## config.mk

```make
export PLATFORM = sky130hd
export DESIGN_NAME = geohash_string_decoder_flat
export DESIGN_NICKNAME = d
export VERILOG_FILES = /design/src/ghsd_pkg.sv /design/src/ghsd_in_if.sv /design/src/ghsd_out_if.sv /design/src/geohash_string_decoder.sv /design/src/flat_wrapper.sv
export SDC_FILE = /design/constraint.sdc
export NUM_CORES = 2
export LEC_CHECK = 0
export BUFFER_PORTS_ARGS = -buffer_cell sky130_fd_sc_hd__clkbuf_2
export CORE_MARGIN = 2
export CORE_UTILIZATION = 36
export CTS_CLUSTER_DIAMETER = 40
export DETAILED_ROUTE_END_ITERATION = 6
export PLACE_DENSITY_LB_ADDON = 0.08
export SLEW_MARGIN = 20
export SYNTH_ARGS = -nofsm -noshare
export SYNTH_HDL_FRONTEND = slang
export SYNTH_SLANG_ARGS = --single-unit
```

## constraint.sdc

```tcl
create_clock -name clk -period 14.7 [get_ports clk]
set_input_delay 0.735 -clock clk [delete_from_list [all_inputs] [get_ports clk]]
set_output_delay 0.735 -clock clk [all_outputs]
set_load 0.03 [all_outputs]
```

## src/ghsd_pkg.sv

```systemverilog
// Shared types, constants and the base32 character decode for the geohash decoder.
// No dependencies; used by the channel interfaces and by geohash_string_decoder.
package ghsd_pkg;

  localparam int unsigned CH_W    = 8;
  localparam int unsigned BITS_W  = 6;
  localparam int unsigned LAT_W   = 60;
  localparam int unsigned LON_W   = 61;
  localparam int unsigned ACC_W   = 60;
  localparam int unsigned POS_W   = 5;
  localparam int unsigned PAIR_W  = 4;
  localparam int unsigned FRAC    = 52;

  localparam logic [POS_W-1:0] MAX_CHARS = 5'd24;

  // Spans and offsets in degrees, offsets already in Q.52
  localparam logic [67:0] LAT_SPAN = 68'd180;
  localparam logic [68:0] LON_SPAN = 69'd360;
  localparam logic [LAT_W-1:0] LAT_OFS = 60'd90 << FRAC;
  localparam logic [LON_W-1:0] LON_OFS = 61'd180 << FRAC;

  typedef logic [5:0] digit_t;

  // 0..31 real digits, then two marker codes
  localparam digit_t DIG_NUL = 6'd32;
  localparam digit_t DIG_BAD = 6'd33;

  // Base32 geohash alphabet, either case; codes of 128 and up fall through as bad
  function automatic digit_t digit_of(input logic [CH_W-1:0] c);
    logic [CH_W-1:0] lc;
    digit_t d;
    lc = c;
    if (c >= 8'h41 && c <= 8'h5A) begin
      lc = c + 8'd32;
    end
    if (c == 8'h00) begin
      d = DIG_NUL;
    end else if (lc >= 8'h30 && lc <= 8'h39) begin
      d = 6'(lc - 8'h30);
    end else if (lc >= 8'h62 && lc <= 8'h68) begin
      d = 6'(lc - 8'h62) + 6'd10;
    end else if (lc == 8'h6A || lc == 8'h6B) begin
      d = 6'(lc - 8'h6A) + 6'd17;
    end else if (lc == 8'h6D || lc == 8'h6E) begin
      d = 6'(lc - 8'h6D) + 6'd19;
    end else if (lc >= 8'h70 && lc <= 8'h7A) begin
      d = 6'(lc - 8'h70) + 6'd21;
    end else begin
      d = DIG_BAD;
    end
    return d;
  endfunction

endpackage

```

## src/ghsd_in_if.sv

```systemverilog
// Character input channel: valid/ready with one geohash character and a last flag.
// Depends on ghsd_pkg for field widths.
interface ghsd_in_if import ghsd_pkg::*; ();
  logic            valid;
  logic            ready;
  logic [CH_W-1:0] ch;
  logic            last;

  modport source (output valid, ch, last, input ready);
  modport sink   (input valid, ch, last, output ready);
endinterface

```

## src/ghsd_out_if.sv

```systemverilog
// Result channel: valid/ready with status, bits per axis and the decoded corner.
// Depends on ghsd_pkg for field widths.
interface ghsd_out_if import ghsd_pkg::*; ();
  logic                     valid;
  logic                     ready;
  logic                     status;
  logic [BITS_W-1:0]        bits_per_axis;
  logic signed [LAT_W-1:0]  lat_deg;
  logic signed [LON_W-1:0]  lon_deg;

  modport source (output valid, status, bits_per_axis, lat_deg, lon_deg, input ready);
  modport sink   (input valid, status, bits_per_axis, lat_deg, lon_deg, output ready);
endinterface

```

## src/geohash_string_decoder.sv

```systemverilog
// Geohash string decoder: one character per transfer in, one corner result per string out.
// Depends on ghsd_pkg, ghsd_in_if and ghsd_out_if.
//
// Usage:
//   in_chan carries one ASCII character per transfer; last marks the final one.
//   Characters map to base32 digits and are de-interleaved pairwise into
//   longitude/latitude bit accumulators as they arrive. Only a transfer with
//   last set produces a result on out_chan: status, bits per axis, and the
//   lower-left corner of the cell as signed Q.52 degrees (zeros on bad input).
//   Throughput: one character per cycle while out_chan accepts results.
//   A string's result is registered in the finish register on the transfer of
//   its last character, then passes through the scaling multiply into the
//   output register.
//   A stalled out_chan holds its result; the finish register absorbs one more
//   string end, after which in_chan.ready drops until the output drains.
//   Reset (synchronous, rst_n low) empties both registers and clears the
//   accumulated string state.
module geohash_string_decoder import ghsd_pkg::*; (
  input  logic       clk,
  input  logic       rst_n,
  ghsd_in_if.sink    in_chan,
  ghsd_out_if.source out_chan
);

  // Per-string state
  logic [POS_W-1:0] char_pos_r, char_pos_nxt;
  logic [4:0]       first_digit_r, first_digit_nxt;
  logic [ACC_W-1:0] lat_bits_r, lat_bits_nxt;
  logic [ACC_W-1:0] lon_bits_r, lon_bits_nxt;
  logic             stopped_r, stopped_nxt;
  logic             bad_char_r, bad_char_nxt;

  // Finish register
  logic              fin_vld_r;
  logic              fin_bad_r, fin_bad_nxt;
  logic [BITS_W-1:0] fin_bits_r, fin_bits_nxt;
  logic [ACC_W-1:0]  fin_lat_r, fin_lat_nxt;
  logic [ACC_W-1:0]  fin_lon_r, fin_lon_nxt;

  // Output register
  logic              out_vld_r;
  logic              out_status_r;
  logic [BITS_W-1:0] out_bits_r;
  logic [LAT_W-1:0]  out_lat_r, out_lat_nxt;
  logic [LON_W-1:0]  out_lon_r, out_lon_nxt;

  logic   in_take, out_take, fin_take;
  digit_t dig;
  logic [4:0]        dig_lo;
  logic [ACC_W-1:0]  lat_end, lon_end;
  logic [POS_W-1:0]  pos_end;
  logic [PAIR_W-1:0] pairs;
  logic [BITS_W-1:0] bits;
  logic [67:0]       lat_prod;
  logic [68:0]       lon_prod;

  assign out_take      = !out_vld_r || out_chan.ready;
  assign fin_take      = fin_vld_r && out_take;
  assign in_chan.ready = !fin_vld_r || out_take;
  assign in_take       = in_chan.valid && in_chan.ready;

  assign dig    = digit_of(in_chan.ch);
  assign dig_lo = (dig == DIG_NUL) ? 5'd0 : dig[4:0];

  // Character step
  always_comb begin
    char_pos_nxt    = char_pos_r;
    first_digit_nxt = first_digit_r;
    lat_bits_nxt    = lat_bits_r;
    lon_bits_nxt    = lon_bits_r;
    stopped_nxt     = stopped_r;
    bad_char_nxt    = bad_char_r;
    if (!stopped_r && !bad_char_r && char_pos_r < MAX_CHARS) begin
      if (!char_pos_r[0]) begin
        if (dig == DIG_NUL) begin
          stopped_nxt = 1'b1;
        end else if (dig == DIG_BAD) begin
          bad_char_nxt = 1'b1;
        end else begin
          first_digit_nxt = dig[4:0];
          char_pos_nxt    = char_pos_r + 5'd1;
        end
      end else if (dig == DIG_BAD) begin
        bad_char_nxt = 1'b1;
      end else begin
        // longitude takes the even interleave positions, latitude the odd
        lon_bits_nxt = {lon_bits_r[ACC_W-6:0], first_digit_r[4], first_digit_r[2],
                        first_digit_r[0], dig_lo[3], dig_lo[1]};
        lat_bits_nxt = {lat_bits_r[ACC_W-6:0], first_digit_r[3], first_digit_r[1],
                        dig_lo[4], dig_lo[2], dig_lo[0]};
        char_pos_nxt = char_pos_r + 5'd1;
        if (dig == DIG_NUL) begin
          stopped_nxt = 1'b1;
        end
      end
    end
  end

  // String end: complete a dangling pair with zero, left-align the accumulators
  always_comb begin
    lat_end = lat_bits_nxt;
    lon_end = lon_bits_nxt;
    pos_end = char_pos_nxt;
    if (!bad_char_nxt && !stopped_nxt && char_pos_nxt[0]) begin
      lon_end = {lon_bits_nxt[ACC_W-6:0], first_digit_nxt[4], first_digit_nxt[2],
                 first_digit_nxt[0], 2'b00};
      lat_end = {lat_bits_nxt[ACC_W-6:0], first_digit_nxt[3], first_digit_nxt[1], 3'b000};
      pos_end = char_pos_nxt + 5'd1;
    end
    pairs        = pos_end[POS_W-1:1];
    bits         = 6'({pairs, 2'b00}) + 6'(pairs);
    fin_bad_nxt  = bad_char_nxt;
    fin_bits_nxt = bad_char_nxt ? '0 : bits;
    fin_lat_nxt  = lat_end << (6'(ACC_W) - bits);
    fin_lon_nxt  = lon_end << (6'(ACC_W) - bits);
  end

  // floor(span * v * 2^52 / 2^bits) with v left-aligned in 60 bits: (aligned * span) >> 8
  assign lat_prod = 68'(fin_lat_r) * LAT_SPAN;
  assign lon_prod = 69'(fin_lon_r) * LON_SPAN;

  always_comb begin
    if (fin_bad_r) begin
      out_lat_nxt = '0;
      out_lon_nxt = '0;
    end else begin
      out_lat_nxt = lat_prod[67:8] - LAT_OFS;
      out_lon_nxt = lon_prod[68:8] - LON_OFS;
    end
  end

  always_ff @(posedge clk) begin
    if (!rst_n) begin
      char_pos_r    <= '0;
      first_digit_r <= '0;
      lat_bits_r    <= '0;
      lon_bits_r    <= '0;
      stopped_r     <= 1'b0;
      bad_char_r    <= 1'b0;
      fin_vld_r     <= 1'b0;
      out_vld_r     <= 1'b0;
    end else begin
      if (in_take) begin
        if (in_chan.last) begin
          char_pos_r    <= '0;
          first_digit_r <= '0;
          lat_bits_r    <= '0;
          lon_bits_r    <= '0;
          stopped_r     <= 1'b0;
          bad_char_r    <= 1'b0;
        end else begin
          char_pos_r    <= char_pos_nxt;
          first_digit_r <= first_digit_nxt;
          lat_bits_r    <= lat_bits_nxt;
          lon_bits_r    <= lon_bits_nxt;
          stopped_r     <= stopped_nxt;
          bad_char_r    <= bad_char_nxt;
        end
      end
      if (in_take && in_chan.last) begin
        fin_vld_r <= 1'b1;
      end else if (fin_take) begin
        fin_vld_r <= 1'b0;
      end
      if (fin_take) begin
        out_vld_r <= 1'b1;
      end else if (out_chan.ready) begin
        out_vld_r <= 1'b0;
      end
    end
  end

  // Payload registers
  always_ff @(posedge clk) begin
    if (in_take && in_chan.last) begin
      fin_bad_r  <= fin_bad_nxt;
      fin_bits_r <= fin_bits_nxt;
      fin_lat_r  <= fin_lat_nxt;
      fin_lon_r  <= fin_lon_nxt;
    end
    if (fin_take) begin
      out_status_r <= fin_bad_r;
      out_bits_r   <= fin_bits_r;
      out_lat_r    <= out_lat_nxt;
      out_lon_r    <= out_lon_nxt;
    end
  end

  assign out_chan.valid         = out_vld_r;
  assign out_chan.status        = out_status_r;
  assign out_chan.bits_per_axis = out_bits_r;
  assign out_chan.lat_deg       = out_lat_r;
  assign out_chan.lon_deg       = out_lon_r;

  a_pos_range: assert property (@(posedge clk) disable iff (!rst_n)
    char_pos_r <= MAX_CHARS)
    else $error("character position beyond limit");

  a_stop_even: assert property (@(posedge clk) disable iff (!rst_n)
    stopped_r |-> !char_pos_r[0])
    else $error("terminator left a half pair");

  a_last_clears: assert property (@(posedge clk) disable iff (!rst_n)
    (in_take && in_chan.last) |=> (fin_vld_r && char_pos_r == '0 && !stopped_r && !bad_char_r))
    else $error("string end did not clear state or load finish register");

  a_bad_zero: assert property (@(posedge clk) disable iff (!rst_n)
    (out_vld_r && out_status_r) |->
      (out_bits_r == '0 && out_lat_r == '0 && out_lon_r == '0))
    else $error("invalid result carries non-zero fields");

endmodule
```

## src/flat_wrapper.sv

```systemverilog
// flat-port wrapper written by rule: the top's interface ports become plain ports
module geohash_string_decoder_flat import ghsd_pkg::*;
  (clk, rst_n, in_chan_valid, in_chan_ch, in_chan_last, in_chan_ready, out_chan_valid, out_chan_status, out_chan_bits_per_axis, out_chan_lat_deg, out_chan_lon_deg, out_chan_ready);
  ghsd_in_if in_chan_i ();
  ghsd_out_if out_chan_i ();
  input  logic clk;
  input  logic rst_n;
  input wire logic [$bits(in_chan_i.valid)-1:0] in_chan_valid;
  input wire logic [$bits(in_chan_i.ch)-1:0] in_chan_ch;
  input wire logic [$bits(in_chan_i.last)-1:0] in_chan_last;
  output wire logic [$bits(in_chan_i.ready)-1:0] in_chan_ready;
  output wire logic [$bits(out_chan_i.valid)-1:0] out_chan_valid;
  output wire logic [$bits(out_chan_i.status)-1:0] out_chan_status;
  output wire logic [$bits(out_chan_i.bits_per_axis)-1:0] out_chan_bits_per_axis;
  output wire logic [$bits(out_chan_i.lat_deg)-1:0] out_chan_lat_deg;
  output wire logic [$bits(out_chan_i.lon_deg)-1:0] out_chan_lon_deg;
  input wire logic [$bits(out_chan_i.ready)-1:0] out_chan_ready;
  assign in_chan_i.valid = in_chan_valid;
  assign in_chan_i.ch = in_chan_ch;
  assign in_chan_i.last = in_chan_last;
  assign in_chan_ready = in_chan_i.ready;
  assign out_chan_valid = out_chan_i.valid;
  assign out_chan_status = out_chan_i.status;
  assign out_chan_bits_per_axis = out_chan_i.bits_per_axis;
  assign out_chan_lat_deg = out_chan_i.lat_deg;
  assign out_chan_lon_deg = out_chan_i.lon_deg;
  assign out_chan_i.ready = out_chan_ready;
  geohash_string_decoder u_core (.clk(clk), .rst_n(rst_n), .in_chan(in_chan_i), .out_chan(out_chan_i));
endmodule
```

Yosys cells after proc, flatten, opt, wreduce, memory -nomap -nowiden
Index checks and enable logic that the tools add are counted.

Shifts and indexed selects: 2. $lt $le $gt $ge: 9. Bitwise gates (word level): 0. $mul: 2. Reductions and logical operators: 24. Mux-type cells: 44. Add/subtract/negate cells: 16. Divide/modulo/power cells: 0. Equality and inequality tests: 6.

Operators by type and width (number): $mux W60 (10); $mul A60 B6 Y66 const B (2); $shl A60 B6 Y60 (2); $mux W5 (13); $sub A61 B60 Y61 const B (1); $sub A60 B59 Y60 const B (1); $mux W6 (6); $eq A8 B7 Y1 const B (4); $sub A6 B6 Y6 const B (5); $ge A8 B7 Y1 const B (3); $le A8 B7 Y1 const B (3); $add A6 B5 Y6 const B (3); $mux W1 (14); $eq A6 B6 Y1 const B (2); $logic_and A1 B1 Y1 (11); $add A5 B1 Y5 const B (2); $add A8 B6 Y8 const B (1); $ge A8 B6 Y1 const B (1); $le A8 B6 Y1 const B (1); $logic_not A8 Y1 (1); $mux W8 (1); $add A6 B4 Y6 (1); $add A6 B4 Y6 const B (1); $logic_not A1 Y1 (6); 4 further kinds (8).

Bits of input ports: 13. RAM bits: 0. Register bits: 389. Word-level logic and storage cells: 119. Memory bits (read-only): 0. Latch bits: 0. Memories kept: 0. Output and inout port bits: 130.

Depth between registers and ports, before layout
Word-level depth: 23. Gate-level depth with buffers: 39. Gate-level depth less buffers: 32.

Least setup slack after synthesis
No wires, ideal clock.

Path type: input-to-reg. Start point: in in_chan_ch[2]. End point: reg u_core.fin_lat_r[56], data pin. Buffers on the path: 7. Arrival: 8.665 ns. Library setup time: 0.262 ns. Path slack: 5.773 ns. Stages: 37. Required time: 14.438 ns. Path through: buf_2 inv_1 ha_1 nand4b_1 a221o_1 o21a_1 inv_1 ha_1 o21ai_0 a221oi_1 o221ai_1 a2bb2oi_1 a21oi_1 o221ai_4 o41ai_1 mux2i_1 clkbuf_1 inv_1 ha_1 inv_1 mux2i_2 inv_2 buf_2 buf_4 buf_2 ha_1 xnor2_1 clkbuf_1 clkbuf_1 mux2i_1 mux2i_1 mux2i_1 mux2i_1 mux2i_1 nand2_1 o21ai_0 a21oi_1.

Longest elaborated chain between the ends: 23. Elaborated cells between the ends (all ways): 69. Those cells by class: add/sub: 13; order compare: 8; eq/ne: 6; shift: 1; mux: 30; reduce/logical: 11.

RTL lines: from (decl) (RTL line flat_wrapper.sv:9) `input wire logic [$bits(in_chan_i.ch)-1:0] in_chan_ch;`; $ge A8 B7 Y1 / $le A8 B7 Y1 (equally long branches) (RTL line ghsd_pkg.sv:33) `if (c >= 8'h41 && c <= 8'h5A) begin`; $logic_and A1 B1 Y1 (RTL line ghsd_pkg.sv:33); $mux W8 (RTL line ghsd_pkg.sv:33); $sub A6 B6 Y6, or another cell as far along (RTL line ghsd_pkg.sv:39, ghsd_pkg.sv:47); $add A6 B5 Y6 / $logic_and A1 B1 Y1 (equally long branches) (RTL line ghsd_pkg.sv:47, ghsd_pkg.sv:46); $mux W6 (RTL line ghsd_pkg.sv:46) `end else if (lc >= 8'h70 && lc <= 8'h7A) begin`; $mux W6 (RTL line ghsd_pkg.sv:44) `end else if (lc == 8'h6D || lc == 8'h6E) begin`; $mux W6 (RTL line ghsd_pkg.sv:42) `end else if (lc == 8'h6A || lc == 8'h6B) begin`; $mux W6 (RTL line ghsd_pkg.sv:40) `end else if (lc >= 8'h62 && lc <= 8'h68) begin`; $mux W6 (RTL line ghsd_pkg.sv:38) `end else if (lc >= 8'h30 && lc <= 8'h39) begin`; $mux W6 (*) (RTL line ghsd_pkg.sv:36) `if (c == 8'h00) begin`; parallel branches: the longest is 11 deep, another holds $add A6 B4 Y6; $shl A60 B6 Y60 (*) (RTL line geohash_string_decoder.sv:114) `fin_lat_nxt = lat_end << (6'(ACC_W) - bits);`; named net u_core.fin_lat_nxt[56] (RTL line geohash_string_decoder.sv:37) `logic [ACC_W-1:0] fin_lat_r, fin_lat_nxt;`; to (signal assigned) (RTL line geohash_string_decoder.sv:178) `fin_lat_r <= fin_lat_nxt;`; to (decl) (RTL line geohash_string_decoder.sv:37).

Mark *: on every way through the listed nets, which the timed path passes. A chain may end at the register's enable or synchronous reset.

Worst setup path in the final report
Start point: in in_chan_ch[2]. End point: reg u_core.fin_lon_r[49], data pin.

Longest elaborated chain between the ends: 23. Elaborated cells between the ends (all ways): 69. Those cells by class: add/sub: 13; order compare: 8; eq/ne: 6; shift: 1; mux: 30; reduce/logical: 11.

RTL lines: $ge A8 B7 Y1 / $le A8 B7 Y1 (equally long branches) (RTL line ghsd_pkg.sv:33); $logic_and A1 B1 Y1 (RTL line ghsd_pkg.sv:33); $mux W8 (RTL line ghsd_pkg.sv:33); $sub A6 B6 Y6, or another cell as far along (RTL line ghsd_pkg.sv:39, ghsd_pkg.sv:47); $add A6 B5 Y6 / $logic_and A1 B1 Y1 (equally long branches) (RTL line ghsd_pkg.sv:47, ghsd_pkg.sv:46); $mux W6 (RTL line ghsd_pkg.sv:46); $mux W6 (RTL line ghsd_pkg.sv:44); $mux W6 (RTL line ghsd_pkg.sv:42); $mux W6 (RTL line ghsd_pkg.sv:40); $mux W6 (RTL line ghsd_pkg.sv:38); $mux W6 (*) (RTL line ghsd_pkg.sv:36); parallel branches: the longest is 11 deep, another holds $add A6 B4 Y6; $shl A60 B6 Y60 (*) (RTL line geohash_string_decoder.sv:115) `fin_lon_nxt = lon_end << (6'(ACC_W) - bits);`; named net u_core.fin_lon_nxt[49] (RTL line geohash_string_decoder.sv:38) `logic [ACC_W-1:0] fin_lon_r, fin_lon_nxt;`; to (signal assigned) (RTL line geohash_string_decoder.sv:179) `fin_lon_r <= fin_lon_nxt;`; to (decl) (RTL line geohash_string_decoder.sv:38).

Marks and branches as above.

==> metrics <==
total track usage 19.3%; crit path DAT 10.62 ns; Hold Path Stages 0; slew margin rel. 25.5%; drt first pass iters 7; Adder-Cell Fraction of Synth Area 23.1%; Synth Area per Inst 9.94 sq um; CORE AREA 96300 sq um; peak supply drop 69.4 uV; Initial Util 36.2%; CP peak stage delay 0.88 ns; cts repair resizes 0; placed insts 4760; via count 26700; Post-DP HPWL 74800 um; Reg clk slew, reported paths 0.05 ns; largest family of logic cells by synthesized area adder cells; syn nets 4021; post-synthesis compound-gate area fraction 14.9%; share of layout cells above drive strength 1 10.2%; sequential cell area 10300 sq um; pin count of the biggest net entering global routing 133; # fillers 9537; routed vias/inst 5.44; initial antenna violation count 1; FMAX 0.0973 GHz; Simple-Gate Fraction of Synth Area 14.1%; global-route wire length before repair 154000 um; fin worst setup slack 4.42 ns; Die ar. 99200 sq um; post-layout util 40.9%; Crit. End Element register; number of synthesized register bits 389; commonest non-fill, non-tap cells in the layout mux2i_1 (380), nand2_1 (314), nor2_1 (288); H-tree depth 3; Ant. Diodes 0; drt drc 1; CTS Buf Count 77; CP Launch Point in_chan_ch[2]; die width 315 um; Clock Latency Late Sink 0.64 ns; type of origin of the critical path input pin; vias in the first global route 27000; CTS tree yes; Fin Setup TNS 0 ns; Net Switching 1.51 mW; pre-CTS setup slack 3.96 ns; reg2reg path depth 22; mux share of post-synthesis cell area 11.9%; Synth Flop Type edfxtp_1; pwr dens 114 nW/um^2; commonest non-fill, non-tap cell in the layout mux2i_1; Most common cell on crit path mux2i_1; WS Path Type input pin to register; Yosys warnings 0; register area share after synthesis 29.7%; Cell Area, Synth 34800 sq um; RSZ-0062 raised after global routing no; P_leak 16.6 nW; Slew Limit Fails 0; final hold violation count 0; Unique masters post-synth 90; Final GP Congestion 0.880; Die Height 315 um; max_cap viols 0; clk buf depth 3; clock share of power 40.0%; Hold Path Origin u_core.fin_bits_r[0]; proportion of power drawn by combinational gates 32.2%; switch share 33.6%; CP max-delay cell buf_4; asr flop ratio synth 0%; port buffer count 142; root buf cell clkbuf_16; Hold Crit Class register to register; I/O Pins 143; postcts setup bufs 0; DR iter-0 viols 1931; Setup Skew 0.0457 ns; total gr overflow 0; DRT antenna net count 0; Worst Tran Pin Value 1.12 ns; failing checks DRC; period utilization 69.9%; Wirelength per Cell 19.5 um; Final Non-Filler Cells 4902; post-layout minimum cycle time 10.28 ns; XOR/XNOR Fraction of Synth Area 3.09%; Flop pwr share 27.8%; P_int 2.98 mW; Routed WL 95800 um; # clock sinks 389; multi-input logic area 23500 sq um; Post-synth EDFFs 255; Post-Syn Instances 3503; Crit Reg-Reg Startpoint u_core.fin_lon_r[2]; final setup vio count 0; required time worst endpoint 15.04 ns; status complete, but fails checks; CP Max Fanout 75; hold_buf cts 0; area grow syn2layout 13.2%; nets@finish 4081; row cnt 114
==> cell families after synthesis <==
kind of cell,Yosys count
AO/OA/AOI/OAI,767
adder cells (fa/ha/maj),505
multiplexers,401
XOR/XNOR,116
buffers and inverters,285
AND/OR/NAND/NOR,1040
flip-flops,389
==> flip-flops by register name (all words and copies together), names as in the netlist <==
name and count:
u_core.out_chan.lon_deg 61, u_core.fin_bad_r 1, u_core.lat_bits_r 60, u_core.lon_bits_r 60, u_core.stopped_r 1, u_core.fin_bits_r 6
u_core.out_chan.status 1, u_core.out_chan.lat_deg 60, u_core.char_pos_r 5, u_core.out_chan.valid 1, u_core.fin_lat_r 60, u_core.fin_vld_r 1
u_core.bad_char_r 1, u_core.first_digit_r 5, u_core.fin_lon_r 60, u_core.out_chan.bits_per_axis 6
==> power by group through the flow <==
stage	sequential, mW	clock, mW	combinational, mW
3_5_place_dp	1.27	0	1.45
3_3_place_gp	1.27	0	1.45
5_1_grt	1.25	1.90	1.62
6_report	1.25	1.80	1.45
4_1_cts	1.25	1.85	1.46
2_1_floorplan	1.32	0	1.08
==> Yosys cell counts (8+ instances only) <==
master	number	area, sq um
fa_1	228	4560
mux4_2	9	203
dfxtp_1	134	2680
nor3_1	51	255
a22oi_1	124	931
xor2_1	53	464
ha_1	277	3470
mux2i_1	380	3800
o21a_1	21	158
buf_2	46	230
nand2_1	314	1180
nor2_1	289	1080
a221oi_1	9	78.8
clkbuf_1	114	428
and3_1	48	300
nand3_1	78	390
nand4_1	13	81.3
and2_1	23	144
buf_1	25	93.8
o2111ai_1	8	70.1
o21bai_1	14	105
mux2_2	9	101
a21o_1	87	653
inv_1	94	353
a31o_2	8	70.1
a21oi_1	165	826
xnor2_1	55	482
o22ai_1	19	119
nand2b_1	21	131
a21boi_0	11	82.6
o211ai_1	30	225
o21ai_1	23	115
nor2b_1	153	957
o31ai_1	14	105
o21ai_0	111	556
a211oi_1	33	248
edfxtp_1	255	7660
a31oi_1	19	119
or3_1	10	62.6
==> stage by stage <==
stage | instance area, sq um | total power [mW] | hold slack, ns
2_1_floorplan | 34800 | 2.40 | 0.400
3_3_place_gp | 36700 | 2.72 | 0.411
3_5_place_dp | 36700 | 2.72 | 0.407
4_1_cts | 39400 | 4.55 | 0.417
5_1_grt | 39400 | 4.77 | 0.421
6_report | 39400 | 4.49 | 0.415
==> final cells by class <==
class	instances	share of cell area [%]
clock buffer	90	5.25
clock inverter	52	1.50
inverter	95	0.917
multi-input combinational	2829	59.6
sequential	389	26.2
tap	1276	4.05
timing repair buffer	171	2.41
==> path summary, 6_finish.rpt <==
kind	to	slack [ns]
min	u_core.out_chan.bits_per_axis[0]	0.42
min reg2reg	u_core.out_chan.bits_per_axis[0]	0.42
max	u_core.fin_lon_r[49]	4.42
max reg2reg	u_core.out_chan.lon_deg[60]	7.62
==> worst max-delay path, delay by kind of cell <==
family / cells / cell delay, ns
buf+inv: 10 / 3.25
xor+xnor: 1 / 0.11
mux: 6 / 1.44
compound gates: 12 / 3.50
simple gates: 2 / 0.31
fa+ha+maj: 4 / 1.12
==> layer usage <==
| layer | part of all wire [%] | GRT usage, % | vias up |
|---|---|---|---|
| li1 | - | - | 12900 |
| met1 | 50 | 29.0 | 13000 |
| met4 | 2.0 | 5.19 | 0 |
| met5 | 0 | 0 | - |
| met2 | 43 | 28.8 | 601 |
| met3 | 4.6 | 2.50 | 111 |
Note: power is estimated with default switching activity, not from simulation.
